<file path="src/sv/lp_distance_knn_scan_assert.svh">
// assertion macros for the knn scan block
`ifndef LP_DISTANCE_KNN_SCAN_ASSERT_SVH
`define LP_DISTANCE_KNN_SCAN_ASSERT_SVH
`ifndef SYNTH
`define KNN_ASSERT_IMP(lbl, clk, rstn, a, c) \
    lbl: assert property (@(posedge clk) disable iff (!rstn) (a) |-> (c)) else $error("lbl");
`define KNN_ASSERT_NXT(lbl, clk, rstn, a, c) \
    lbl: assert property (@(posedge clk) disable iff (!rstn) (a) |=> (c)) else $error("lbl");
`else
`define KNN_ASSERT_IMP(lbl, clk, rstn, a, c)
`define KNN_ASSERT_NXT(lbl, clk, rstn, a, c)
`endif
`endif

</file>
<file path="src/sv/lpknn_pkg.sv">
`default_nettype none
package lpknn_pkg;
    localparam int K_MAX   = 16;
    localparam int DIM_MAX = 1024;
    localparam int SUM_W  = 48;
    localparam int DIST_W = 40;
    localparam int ID_W   = 32;
    localparam logic [1:0] NORM_L05 = 2'd0;
    localparam logic [1:0] NORM_L1  = 2'd1;
    localparam logic [1:0] NORM_L2  = 2'd2;
    localparam logic [0:0] REG_NORM  = 1'd0;
    localparam logic [0:0] REG_COUNT = 1'd1;

    typedef enum logic [2:0] {
        ST_IDLE,
        ST_TERM,
        ST_ACCUM,
        ST_FINISH,
        ST_INSERT,
        ST_EMIT
    } state_t;

    // controller commands to the datapath
    typedef struct packed {
        logic load_item;
        logic start_term;
        logic accum;
        logic start_finish;
        logic do_insert;
        logic emit_load;
        logic emit_clear;
    } cmd_t;

    // datapath status to the controller
    typedef struct packed {
        logic sqrt_busy;
        logic item_eov;
        logic item_eos;
        logic emit_last;
    } sts_t;
endpackage
`default_nettype wire

</file>
<file path="src/sv/lpknn_ctrl.sv">
`default_nettype none
`include "lp_distance_knn_scan_assert.svh"
module lpknn_ctrl
(
    input  wire logic             clk,
    input  wire logic             rst_n,
    input  wire logic             in_valid,
    output logic                  in_ready,
    output logic                  out_valid,
    input  wire logic             out_ready,
    input  wire logic [1:0]       norm_mode,
    input  wire lpknn_pkg::sts_t  sts,
    output lpknn_pkg::cmd_t       cmd
);
    lpknn_pkg::state_t state_reg, state_next;
    logic ov_reg, ov_next;
    logic fin_reg, fin_next;

    // next state and commands
    always_comb
    begin
        state_next = state_reg;
        ov_next    = ov_reg;
        fin_next   = fin_reg;
        cmd        = '0;
        in_ready   = 1'b0;
        if (out_valid && out_ready)
            ov_next = 1'b0;
        unique case (state_reg)
            lpknn_pkg::ST_IDLE:
            begin
                in_ready = 1'b1;
                if (in_valid)
                begin
                    cmd.load_item = 1'b1;
                    state_next = lpknn_pkg::ST_TERM;
                end
            end
            lpknn_pkg::ST_TERM:
            begin
                cmd.start_term = 1'b1;
                state_next = lpknn_pkg::ST_ACCUM;
            end
            lpknn_pkg::ST_ACCUM:
            begin
                if (norm_mode == lpknn_pkg::NORM_L05 && (sts.sqrt_busy || !fin_reg))
                begin
                    fin_next = !sts.sqrt_busy;
                end
                else
                begin
                    fin_next = 1'b0;
                    if (norm_mode == lpknn_pkg::NORM_L05)
                        cmd.accum = 1'b1;
                    else
                        cmd.accum = 1'b1;
                    if (sts.item_eov || sts.item_eos)
                        state_next = lpknn_pkg::ST_FINISH;
                    else
                        state_next = lpknn_pkg::ST_IDLE;
                end
            end
            lpknn_pkg::ST_FINISH:
            begin
                if (!fin_reg)
                begin
                    cmd.start_finish = 1'b1;
                    fin_next = 1'b1;
                end
                else if (!sts.sqrt_busy)
                begin
                    fin_next = 1'b0;
                    cmd.do_insert = 1'b1;
                    state_next = sts.item_eos ? lpknn_pkg::ST_EMIT : lpknn_pkg::ST_IDLE;
                end
            end
            lpknn_pkg::ST_EMIT:
            begin
                if (!ov_reg || out_ready)
                begin
                    cmd.emit_load = 1'b1;
                    ov_next = 1'b1;
                    if (sts.emit_last)
                    begin
                        cmd.emit_clear = 1'b1;
                        state_next = lpknn_pkg::ST_IDLE;
                    end
                end
            end
            default:
                state_next = lpknn_pkg::ST_IDLE;
        endcase
    end

    always_ff @(posedge clk or negedge rst_n)
    begin
        if (!rst_n)
        begin
            state_reg <= lpknn_pkg::ST_IDLE;
            ov_reg    <= 1'b0;
            fin_reg   <= 1'b0;
        end
        else
        begin
            state_reg <= state_next;
            ov_reg    <= ov_next;
            fin_reg   <= fin_next;
        end
    end

    assign out_valid = ov_reg;

    `KNN_ASSERT_IMP(a_ready_idle, clk, rst_n, in_ready, state_reg == lpknn_pkg::ST_IDLE)
    `KNN_ASSERT_IMP(a_one_cmd, clk, rst_n, 1'b1, $onehot0({cmd.load_item, cmd.start_term,
        cmd.accum, cmd.start_finish, cmd.do_insert, cmd.emit_load}))
    `KNN_ASSERT_NXT(a_emit_valid, clk, rst_n, cmd.emit_load, out_valid)
endmodule
`default_nettype wire
</file>
<file path="config.mk">
export PLATFORM = sky130hd
export DESIGN_NAME = lpknn_ctrl
export DESIGN_NICKNAME = d
export VERILOG_FILES = /design/src/sv/lpknn_pkg.sv /design/src/sv/lpknn_ctrl.sv
export VERILOG_INCLUDE_DIRS = /design/src /design/src/sv
export SDC_FILE = /design/constraint.sdc
export NUM_CORES = 1
export LEC_CHECK = 0
export ABC_CLOCK_PERIOD_IN_PS = 1700
export BUFFER_PORTS_ARGS = -buffer_cell sky130_fd_sc_hd__buf_2
export CORE_AREA = 2 2 39 41
export CTS_BUF_LIST = sky130_fd_sc_hd__clkbuf_16
export DETAILED_ROUTE_END_ITERATION = 8
export DIE_AREA = 0 0 41 43
export PLACE_DENSITY = 0.6
export REMOVE_ABC_BUFFERS = 1
export SLEW_MARGIN = 20
export SYNTH_ARGS = -nofsm -noshare
export SYNTH_HDL_FRONTEND = slang
export SYNTH_SLANG_ARGS = --single-unit
</file>
<file path="constraint.sdc">
create_clock -name clk -period 1.7 [get_ports clk]
set_input_delay 0.17 -clock clk [delete_from_list [all_inputs] [get_ports clk]]
set_output_delay 0.17 -clock clk [all_outputs]
set_load 0.01 [all_outputs]
</file>
# Word-level counts from Yosys, hierarchy flattened
# Index checks and enable logic that the tools add are counted.
# classes
n_reduce_logical	12
n_eq_ne	10
n_mux	29
# ops
cell	count
two-way mux 3 bit	7
two-way mux 1 bit	16
case mux 3 bit (5 select lines)	1
!= test 2 bit, second input constant	6
two-way mux 2 bit	4
equality test 3 x 2 -> 1 bit, second input constant	2
AND reduction 6 bit	1
equality test 3 x 1 -> 1 bit, second input constant	1
equality test 3 bit, second input constant	1
logical NOT 1 bit	3
logical NOT 3 bit	1
logical OR 1 bit	3
logical AND 1 bit	2
logical NOT 2 bit	1
case mux 1 bit (2 select lines)	1
nonzero test 2 bit	1
# word_totals
inputBits	10
output_inout_bits	9
ff_bits	5
wordCells	54

# Depth between registers and ports, before layout
# Gate-level depths: netlist (run 1).
# depth
depth_word	5
mapped_depth	5
ltp_nobuf	4

# Worst setup path after synthesis (run 1)
# OpenSTA, ideal clock, no wires.
# synth_path
path_type	register to output
startpoint	register state_reg[2]
endpoint	output port cmd[6] in the netlist's numbering
setup_slack_ps	407
n_path_buf	1
arrival_ps	1123
required_ps	1530
stages_incl_launch_ff	4
cell_sequence	dfrtp_1 -> clkbuf_1 -> nor3_1 -> and2_1
# synth_rtl
element	line_no	source
start, declared	lpknn_ctrl.sv:15	lpknn_pkg::state_t state_reg, state_next;
start signal, assigned	lpknn_ctrl.sv:99	state_reg <= lpknn_pkg::ST_IDLE;
start signal, assigned	lpknn_ctrl.sv:105	state_reg <= state_next;
end, declared	lpknn_ctrl.sv:13	output lpknn_pkg::cmd_t cmd

==> results.json, run 1 <==
{
  "maxSlewHeadroom_pct": 78.09,
  "htreeDepth": 1,
  "layout_common_cells": "sky130_fd_sc_hd__buf_2, sky130_fd_sc_hd__nand2_1, sky130_fd_sc_hd__nor3_1, sky130_fd_sc_hd__dfrtp_1",
  "grt-ovfl-total": 0,
  "path_max_fanout": 11,
  "route.detailed.wl_per_inst_um": 11.62,
  "pin_count": 19,
  "antenna_found_initial": 0,
  "flow.area_growth_from_synthesis_pct": 52.63,
  "critPathKind": "reg2out",
  "fraction_of_post_synthesis_cell_area_in_the_top_cell_type_by_area_pct": 32.89,
  "cell_chain_of_the_critical_path": "or2b_1, nor3_1, buf_2",
  "netlist-cell-type-count": 27,
  "final_stage_net_count": 80,
  "grt_setup_unrepaired": "false",
  "main_synth_ff_type": "sky130_fd_sc_hd__dfrtp_1",
  "numPortBuffers": 18,
  "clock_period_minus_final_worst_setup_slack_ns": 1.519,
  "final_min_period_over_clock_period_pct": 89.33,
  "setup_tns_ns": 0,
  "gpl.final_weighted_congestion": 0.7551,
  "synth_seq_cells": 5,
  "max_freq_mhz": 658.5,
  "final_setup_viols": 0,
  "critPathRequiredTime_ns": 1.53,
  "clock_insertion_delay_worst_skew_ns": 0.23,
  "clockBufferDepth": 2,
  "cellLeakagePower_uw": 0.0003054,
  "syn_area_um2": 380.4,
  "synth.largest_area_cell": "sky130_fd_sc_hd__dfrtp_1",
  "first_global_vias": 383,
  "status": "finished clean",
  "number_of_synthesized_flops_with_an_enable_pin": 0,
  "synth_area_leaders": "sky130_fd_sc_hd__dfrtp_1, sky130_fd_sc_hd__nor3_1, sky130_fd_sc_hd__nand2_1",
  "total_power_uw": 1095,
  "holdCritStartpoint": "sts[1]",
  "critical_path.startpoint_type": "register",
  "initial_core_util_pct": 27.49,
  "post_drt_via_cell_ratio": 5.153,
  "path_buf_inv": 1,
  "wirelength_um": 988,
  "drive_above_1_share_pct": 37.68,
  "finalHoldViolCount": 0,
  "flip_flop_count_of_the_largest_register_after_layout": 3,
  "timing.critical_path.from": "state_reg[2]$_DFFE_PN0P_",
  "async_flop_share_pct": 100.0,
  "cts_tree": "built",
  "drt-initial-drc-count": 9,
  "sequential_cell_area_fraction_in_the_yosys_report_pct": 32.89,
  "detail_route.drc_violations": 0,
  "design.die.area_mm2": 0.001763,
  "fillerInstances": 143,
  "drt_pass1_iterations": 4,
  "gr-usage-all-layers_pct": 13.49,
  "dpl.hpwl_um": 730.6,
  "die_height_um": 43,
  "vdd_drop_max_uv": 623.4,
  "postSynthAreaPerCell_um2": 8.093,
  "drv_cap": 0,
  "clockRootBuffer": "sky130_fd_sc_hd__clkbuf_16",
  "r2r_start": "state_reg[1]$_DFFE_PN0P_",
  "grt_start_max_net_pins": 12,
  "worstMarginPinSlew_ns": 0.3286,
  "cts.clk_slew.worst_paths_ns": 0.03,
  "hold_path_class": "in2reg",
  "detailroute.via_count": 438,
  "clock_sinks": 5,
  "yosysWarnings": 0,
  "drtAntennaViolNets": 0,
  "arrival_ns": 1.35,
  "global_route_wire_length_before_repair_um": 1573,
  "synth_cells": 47,
  "drv_slew": 0,
  "slowest_cell_on_crit_path": "sky130_fd_sc_hd__dfrtp_1",
  "final.setup_skew_ns": 0.002166,
  "number_of_clock_buffers_inserted_by_tritoncts": 3,
  "die_x_um": 41,
  "cellPowerDensity_mw_per_mm2": 1886,
  "antenna_cells": 0,
  "critPathMaxStageDelay_ns": 0.48,
  "setup.worst_path.end_class": "primary output",
  "placement_rows": 14,
  "critical-path-top-delay-family": "flip-flops",
  "layout_commonest_cell": "sky130_fd_sc_hd__buf_2",
  "coreArea_mm2": 0.001384
}
-- where the power goes --
part           leakage, µW  switching [µW]  total (µW)  internal (µW)
clock            0.0000423            80.5         385            305
sequential       0.0000620            51.3         217            165
combinational     0.000201             255         493            237
-- cell usage after synthesis, drive strengths merged, types with 2 or more instances --
library cell  count
nand2             6
nor3              6
dfrtp             5
a21oi             3
nor2              3
a22oi             2
buf               2
nand3b            2
nor2b             2
-- metal layers --
metal,global-route usage [%],vias up,share of wire [%],wire (µm)
met4,10.00,0,1.4,14
met2,19.06,21,47,464
met5,0,-,0,0
met1,16.88,202,44,436
li1,-,213,-,-
met3,3.141,2,7.3,72
-- final cells by class --
class | count | area (µm²) | share of cell area [%]
multi-input cells | 38 | 237.7 | 40.95
clock inverters | 1 | 3.754 | 0.6466
inverters | 1 | 3.754 | 0.6466
well taps | 16 | 20.02 | 3.448
repair buffers | 21 | 115.1 | 19.83
flip-flops and latches | 5 | 125.1 | 21.55
clock buffers | 3 | 75.07 | 12.93
-- worst min-delay path, delay by kind of cell --
kind                   cells  cell delay, ns
AO/OA/AOI/OAI              1            0.07
buffers and inverters      1            0.12
AND/OR/NAND/NOR            1            0.09
-- worst paths after layout --
path,depth (start not counted),slack [ns],endpoint
max,3,0.18,cmd[4]
min,3,0.27,state_reg[2]$_DFFE_PN0P_
max reg2reg,4,0.38,state_reg[0]$_DFFE_PN0P_
min reg2reg,2,0.55,out_valid$_DFF_PN0_
max in group asynchronous,2,1.28,out_valid$_DFF_PN0_
min in group asynchronous,2,0.29,state_reg[1]$_DFFE_PN0P_
-- cells by family (layout without fill, tap and decap cells) --
logic type | count (synthesis) | after routing | synth area share (%)
AO/OA/AOI/OAI | 11 | 11 | 22.04
AND/OR/NAND/NOR | 27 | 27 | 40.46
flip-flops | 5 | 5 | 32.89
buffers and inverters | 4 | 26 | 4.603
-- repair_timing --
item | CTS | global route
hold buffers | 1 | 0
resized for setup | 0 | 0
endpoints found under the hold margin | 5 | 0
setup buffers | 0 | 0
-- metrics by stage --
step / hold slack, ns / instance area (µm²) / worst slack (ns) / util (%) / std cells
floorplan: -0.1256 / 366.6 / 0.3877 / - / 44
global placement: -0.01107 / 491.7 / 0.4237 / 35.53 / 80
detailed placement: -0.006784 / 491.7 / 0.3811 / 35.53 / 80
CTS: 0.2631 / 580.6 / 0.1881 / 41.95 / 85
global route: 0.2828 / 580.6 / 0.1089 / 41.95 / 85
finish: 0.2651 / 580.6 / 0.1814 / 41.95 / 85
(Power assumes the default switching activity.)
==> inputs of run 2 (changes only) <==
--- a/config.mk
+++ b/config.mk
@@ -6,13 +6,14 @@
 export SDC_FILE = /design/constraint.sdc
 export NUM_CORES = 1
 export LEC_CHECK = 0
-export ABC_CLOCK_PERIOD_IN_PS = 1700
+export ABC_CLOCK_PERIOD_IN_PS = 1300
 export BUFFER_PORTS_ARGS = -buffer_cell sky130_fd_sc_hd__buf_2
 export CORE_AREA = 2 2 39 41
 export CTS_BUF_LIST = sky130_fd_sc_hd__clkbuf_16
 export DETAILED_ROUTE_END_ITERATION = 8
 export DIE_AREA = 0 0 41 43
-export PLACE_DENSITY = 0.6
+export PLACE_DENSITY = 0.62
+export RECOVER_POWER = 50
 export REMOVE_ABC_BUFFERS = 1
 export SLEW_MARGIN = 20
 export SYNTH_ARGS = -nofsm -noshare
==> constraint.sdc (replaced) <==
create_clock -name clk -period 1.3 [get_ports clk]
set_input_delay 0.13 -clock clk [delete_from_list [all_inputs] [get_ports clk]]
set_output_delay 0.13 -clock clk [all_outputs]
set_load 0.01 [all_outputs]
==> results.json, run 2 (synthesis gave the netlist of run 1 again) <==
{
  "status": "finished with violations",
  "failed_checks": "negative setup slack",
  "critical_path.startpoint_type": "register",
  "gr-usage-all-layers_pct": 14.01,
  "drv_slew": 0,
  "detailroute.via_count": 447,
  "vdd_drop_max_uv": 887.5,
  "route.detailed.wl_per_inst_um": 11.68,
  "arrival_ns": 1.29,
  "die_x_um": 41,
  "cell_chain_of_the_critical_path": "buf_6, or2b_1, nor3_1, buf_2",
  "coreArea_mm2": 0.001384,
  "design.die.area_mm2": 0.001763,
  "drv_cap": 0,
  "flip_flop_count_of_the_largest_register_after_layout": 3,
  "pin_count": 19,
  "grt_setup_unrepaired": "true",
  "htreeDepth": 1,
  "initial_core_util_pct": 27.49,
  "worstMarginPinSlew_ns": 0.3108,
  "critPathRequiredTime_ns": 1.17,
  "layout_commonest_cell": "sky130_fd_sc_hd__buf_2",
  "detail_route.drc_violations": 0,
  "clock_period_minus_final_worst_setup_slack_ns": 1.420,
  "r2r_start": "state_reg[1]$_DFFE_PN0P_",
  "layout_utilization_pct": 47.20,
  "layout_common_cells": "sky130_fd_sc_hd__buf_2, sky130_fd_sc_hd__buf_4, sky130_fd_sc_hd__nand2_1",
  "cellLeakagePower_uw": 0.0003416,
  "critical-path-top-delay-family": "simple AND/OR/NAND/NOR gates",
  "hold_path_class": "in2reg",
  "placement_rows": 14,
  "die_height_um": 43,
  "r2r_setup_slack_ns": 0.03,
  "final_setup_viols": 6,
  "critPathKind": "reg2out",
  "final_stage_net_count": 87,
  "drive_above_1_share_pct": 47.37,
  "holdCritStartpoint": "out_ready",
  "worst_hold_path.num_cells": 3,
  "finalHoldViolCount": 0,
  "drt-initial-drc-count": 5,
  "setup.worst_path.end_class": "primary output",
  "drtAntennaViolNets": 0,
  "clock_sinks": 5,
  "clock_insertion_delay_worst_skew_ns": 0.23,
  "flow.area_growth_from_synthesis_pct": 71.71,
  "timing.reg2reg.worst_path_depth": 4,
  "grt_start_max_net_pins": 11,
  "post_drt_via_cell_ratio": 4.859,
  "r2r-end": "state_reg[0]$_DFFE_PN0P_",
  "clockBufferDepth": 2,
  "global_route_wire_length_before_repair_um": 1635,
  "numPortBuffers": 18,
  "antenna_cells": 0,
  "critPathMaxStageDelay_ns": 0.38,
  "grt-ovfl-total": 0,
  "final.setup_skew_ns": 0.0008046,
  "drt_pass1_iterations": 4,
  "setup_ws_ns": -0.1202,
  "path_buf_inv": 2,
  "first_global_vias": 397,
  "final_min_period_over_clock_period_pct": 109.2,
  "gpl.final_weighted_congestion": 0.6985,
  "cts_tree": "built",
  "total_power_uw": 1601,
  "max_freq_mhz": 704.1,
  "number_of_clock_buffers_inserted_by_tritoncts": 3,
  "wirelength_um": 1075,
  "cts.clk_slew.worst_paths_ns": 0.04,
  "hold-path-endpoint": "out_valid$_DFF_PN0_",
  "antenna_found_initial": 0,
  "path_max_fanout": 4,
  "dpl.hpwl_um": 748.4,
  "clockRootBuffer": "sky130_fd_sc_hd__clkbuf_16",
  "cellPowerDensity_mw_per_mm2": 2451,
  "maxSlewHeadroom_pct": 78.95,
  "slowest_cell_on_crit_path": "sky130_fd_sc_hd__dfrtp_1"
}
-- run 2: cell count changes in the layout (fill, tap and decap cells not counted), moves of 2 or more --
cell	previous run	this run
sky130_fd_sc_hd__buf_4	2	7
sky130_fd_sc_hd__buf_6	0	2
sky130_fd_sc_hd__nor3_1	5	3
sky130_fd_sc_hd__nor3_2	1	3
-- run 2: per-layer routing --
metal	vias to the layer above	track usage [%]	routed length (µm)
met1	205	15.96	455
met2	16	22.50	543
met4	0	8.000	14
li1	224	-	-
met3	2	3.141	61
met5	-	0	0
-- run 2: how the worst max path moves through the flow --
stage | from | to | cells past startpoint | slack (ns)
floorplan | state_reg[1]$_DFFE_PN0P_ | state_reg[0]$_DFFE_PN0P_ | 4 | -0.01
global placement | state_reg[1]$_DFFE_PN0P_ | state_reg[0]$_DFFE_PN0P_ | 4 | 0.08
detailed placement | state_reg[1]$_DFFE_PN0P_ | state_reg[0]$_DFFE_PN0P_ | 4 | 0.04
CTS | state_reg[1]$_DFFE_PN0P_ | cmd[4] | 4 | -0.11
global route | state_reg[1]$_DFFE_PN0P_ | cmd[4] | 4 | -0.16
finish | state_reg[1]$_DFFE_PN0P_ | cmd[4] | 4 | -0.12
-- run 2: worst reg2reg max path, delay by kind of cell (launching register included) --
kind             cells  cell delay [ns]
AO/OA/AOI/OAI        3             0.38
AND/OR/NAND/NOR      1             0.37
flip-flops           1             0.40
-- run 2: per-stage QoR --
stage	cell area, µm²	cells	worst slack [ns]	TNS, ns	hold slack [ns]
2_1_floorplan	366.6	44	-0.01232	-0.01232	-0.1656
3_5_place_dp	506.7	82	0.04467	0	-0.04798
6_report	653.1	92	-0.1202	-0.3465	0.2151
4_1_cts	644.4	91	-0.1067	-0.3380	0.2025
5_1_grt	653.1	92	-0.1561	-0.6827	0.2421
3_3_place_gp	506.7	82	0.07843	0	-0.04923
-- run 2: final cells by class --
| type | instances | area, µm² |
|---|---|---|
| well taps | 16 | 20.02 |
| repair buffers | 28 | 173.9 |
| fillers | 137 | 730.7 |
| clock inverters | 1 | 3.754 |
| inverters | 1 | 3.754 |
| clock buffers | 3 | 75.07 |
| multi-input cells | 38 | 250.2 |
| flip-flops and latches | 5 | 126.4 |
-- run 2: power by group --
group          internal (µW)  switching, µW  total (µW)  leakage [µW]
clock                    399            110         509     0.0000423
sequential               217           60.8         278     0.0000603
combinational            429            385         814      0.000239
-- run 2: repair_timing --
item,CTS,global route
buffers inserted,4,1
hold buffers,1,0
pin swaps,1,1
gates resized for setup,5,2
endpoints found under the hold margin,5,0
setup endpoints to repair,6,8
==> inputs of run 3 (changes only) <==
--- a/config.mk
+++ b/config.mk
@@ -6,13 +6,14 @@
 export SDC_FILE = /design/constraint.sdc
 export NUM_CORES = 1
 export LEC_CHECK = 0
+export ABC_AREA = 1
 export ABC_CLOCK_PERIOD_IN_PS = 1300
 export BUFFER_PORTS_ARGS = -buffer_cell sky130_fd_sc_hd__buf_2
 export CORE_AREA = 2 2 39 41
 export CTS_BUF_LIST = sky130_fd_sc_hd__clkbuf_16
 export DETAILED_ROUTE_END_ITERATION = 8
 export DIE_AREA = 0 0 41 43
-export PLACE_DENSITY = 0.62
+export PLACE_DENSITY = 0.64
 export RECOVER_POWER = 50
 export REMOVE_ABC_BUFFERS = 1
 export SLEW_MARGIN = 20
==> results.json, run 3 <==
{
  "status": "finished clean",
  "pin_count": 19,
  "grt-ovfl-total": 0,
  "maxSlewHeadroom_pct": 81.92,
  "cellPowerDensity_mw_per_mm2": 2269,
  "flow.area_growth_from_synthesis_pct": 55.35,
  "yosysWarnings": 0,
  "global_route_wire_length_before_repair_um": 1566,
  "synth_area_leaders": "sky130_fd_sc_hd__dfrtp_1, sky130_fd_sc_hd__nand2_1, sky130_fd_sc_hd__inv_1",
  "grt_setup_unrepaired": "true",
  "multi_input_area_um2": 222.7,
  "vdd_drop_max_uv": 1179,
  "die_height_um": 43,
  "finalHoldViolCount": 0,
  "path_max_fanout": 5,
  "critPathRequiredTime_ns": 1.17,
  "placement_stage_worst_setup_slack_ns": 0.07687,
  "drive_above_1_share_pct": 35.48,
  "first_global_vias": 376,
  "clock_period_minus_final_worst_setup_slack_ns": 1.260,
  "fillerInstances": 153,
  "clock_sinks": 5,
  "critical_path.startpoint_type": "register",
  "detailed_place.area_um2": 508.0,
  "detail_route.drc_violations": 0,
  "basic_gate_share_of_the_synthesized_area_counting_and_or_nand_and_nor_cells_pct": 48.11,
  "grt_start_max_net_pins": 6,
  "worstMarginPinSlew_ns": 0.2712,
  "cts_tree": "built",
  "number_of_synthesized_flops_with_an_enable_pin": 0,
  "number_of_clock_buffers_inserted_by_tritoncts": 3,
  "gpl.final_weighted_congestion": 0.8340,
  "synth_compound_gate_area_share_pct": 6.289,
  "synth-xor-area-share_pct": 0,
  "antenna_cells": 0,
  "max_freq_mhz": 793.9,
  "syn_area_um2": 397.9,
  "layout_common_cells": "sky130_fd_sc_hd__nand2_1, sky130_fd_sc_hd__buf_2, sky130_fd_sc_hd__inv_1",
  "fin_area_um2": 618.1,
  "clockRootBuffer": "sky130_fd_sc_hd__clkbuf_16",
  "setup.worst_path.end_class": "primary output",
  "ys_top_cells_by_count": "sky130_fd_sc_hd__nand2_1, sky130_fd_sc_hd__inv_1, sky130_fd_sc_hd__nor2_1, sky130_fd_sc_hd__nand3_1, sky130_fd_sc_hd__dfrtp_1",
  "coreArea_mm2": 0.001384,
  "main_synth_ff_type": "sky130_fd_sc_hd__dfrtp_1",
  "drt_pass1_iterations": 4,
  "detailroute.via_count": 487,
  "final_setup_viols": 0,
  "synth_seq_cells": 5,
  "die_x_um": 41,
  "final.setup_skew_ns": 0.001876,
  "numPortBuffers": 18,
  "wirelength_um": 1038,
  "postSynthAreaPerCell_um2": 5.851,
  "netlist-cell-type-count": 13,
  "gr-usage-all-layers_pct": 14.93,
  "initial_core_util_pct": 28.75,
  "design.die.area_mm2": 0.001763,
  "yosys.area_share.adder_pct": 0,
  "worst_hold_slack_ns": 0.1476,
  "drv_slew": 0,
  "synth_cells": 68,
  "async_flop_share_pct": 100.0,
  "post_drt_via_cell_ratio": 4.468,
  "drv_cap": 0,
  "placement_rows": 14,
  "cts.clk_slew.worst_paths_ns": 0.03,
  "drt-initial-drc-count": 7,
  "final_min_period_over_clock_period_pct": 96.90,
  "layout_commonest_cell": "sky130_fd_sc_hd__nand2_1",
  "antenna_found_initial": 0,
  "final_stage_net_count": 104,
  "synth.largest_area_cell": "sky130_fd_sc_hd__dfrtp_1",
  "muxShareOfSynthArea_pct": 0,
  "clock_insertion_delay_worst_skew_ns": 0.23,
  "r2r_setup_slack_ns": 0.11,
  "synth_most_common_cell": "sky130_fd_sc_hd__nand2_1",
  "sequential_cell_area_um2": 126.4,
  "drtAntennaViolNets": 0,
  "dpl.hpwl_um": 811.2,
  "route.detailed.wl_per_inst_um": 9.523,
  "arrival_ns": 1.13,
  "hold_path_class": "in2reg",
  "layout_utilization_pct": 44.67,
  "htreeDepth": 1,
  "fraction_of_post_synthesis_cell_area_in_the_top_cell_type_by_area_pct": 31.45,
  "critPathKind": "reg2out",
  "cellLeakagePower_uw": 0.0004004,
  "synth_top_family_by_area": "simple AND/OR/NAND/NOR gates",
  "setup_ws_ns": 0.04034,
  "sequential_cell_area_fraction_in_the_yosys_report_pct": 31.45,
  "clockBufferDepth": 2,
  "flip_flop_count_of_the_largest_register_after_layout": 3
}
## run 3: through the flow
step / cells / power [µW] / TNS [ns]
4_1_cts: 109 / 1402 / 0
2_1_floorplan: 68 / 671.4 / 0
3_3_place_gp: 102 / 837.1 / 0
6_report: 109 / 1403 / 0
5_1_grt: 109 / 1501 / -0.1196
3_5_place_dp: 102 / 845.0 / 0
## run 3: layout make-up
cell class                 count  share of cell area, %
multi-input combinational     48                  36.03
sequential                     5                  20.45
timing repair buffer          21                  18.42
clock buffer                   3                  12.15
inverter                      15                  9.109
tap                           16                  3.239
clock inverter                 1                 0.6073
## run 3: what timing repair did
item                                    CTS  global route
hold endpoints to repair                  5             0
pin swaps                                 1             2
gates resized for setup                   1             3
hold buffers                              1             0
buffers inserted                          2             0
endpoints found under the setup margin    4             6
## run 3: worst max-delay path: stages, from the launching register on
cell and delay (ns):
sky130_fd_sc_hd__dfrtp_2 0.43, sky130_fd_sc_hd__nor2_2 0.15, sky130_fd_sc_hd__nand2_1 0.09, sky130_fd_sc_hd__nor2_1 0.10
sky130_fd_sc_hd__buf_2 0.13
## run 3: worst paths after layout
kind,from,depth (start not counted),to
setup reg to reg,state_reg[1]$_DFFE_PN0P_,8,state_reg[1]$_DFFE_PN0P_
hold reg to reg,fin_reg$_DFFE_PN0P_,2,fin_reg$_DFFE_PN0P_
min in group asynchronous,rst_n,2,out_valid$_DFF_PN0_
hold / removal,sts[3],2,fin_reg$_DFFE_PN0P_
max in group asynchronous,rst_n,2,state_reg[0]$_DFFE_PN0P_
setup / recovery,state_reg[0]$_DFFE_PN0P_,4,cmd[4]
## run 3: cell families after synthesis
group	after synthesis
AOI/OAI and AO/OA	4
buffers and inverters	15
DFF	5
and+or+nand+nor	44
## run 3: per-layer routing
metal  GRT usage (%)  wire [µm]  up-vias
li1                -          -      253
met1           16.34        439      210
met2           19.38        467       20
met3           7.853         87        4
met4           14.00         43        0
met5               0          0        -
## run 3: power by group
part,switching (µW),internal (µW)
Clock,104,399
Sequential,70.0,220
Combinational,357,253
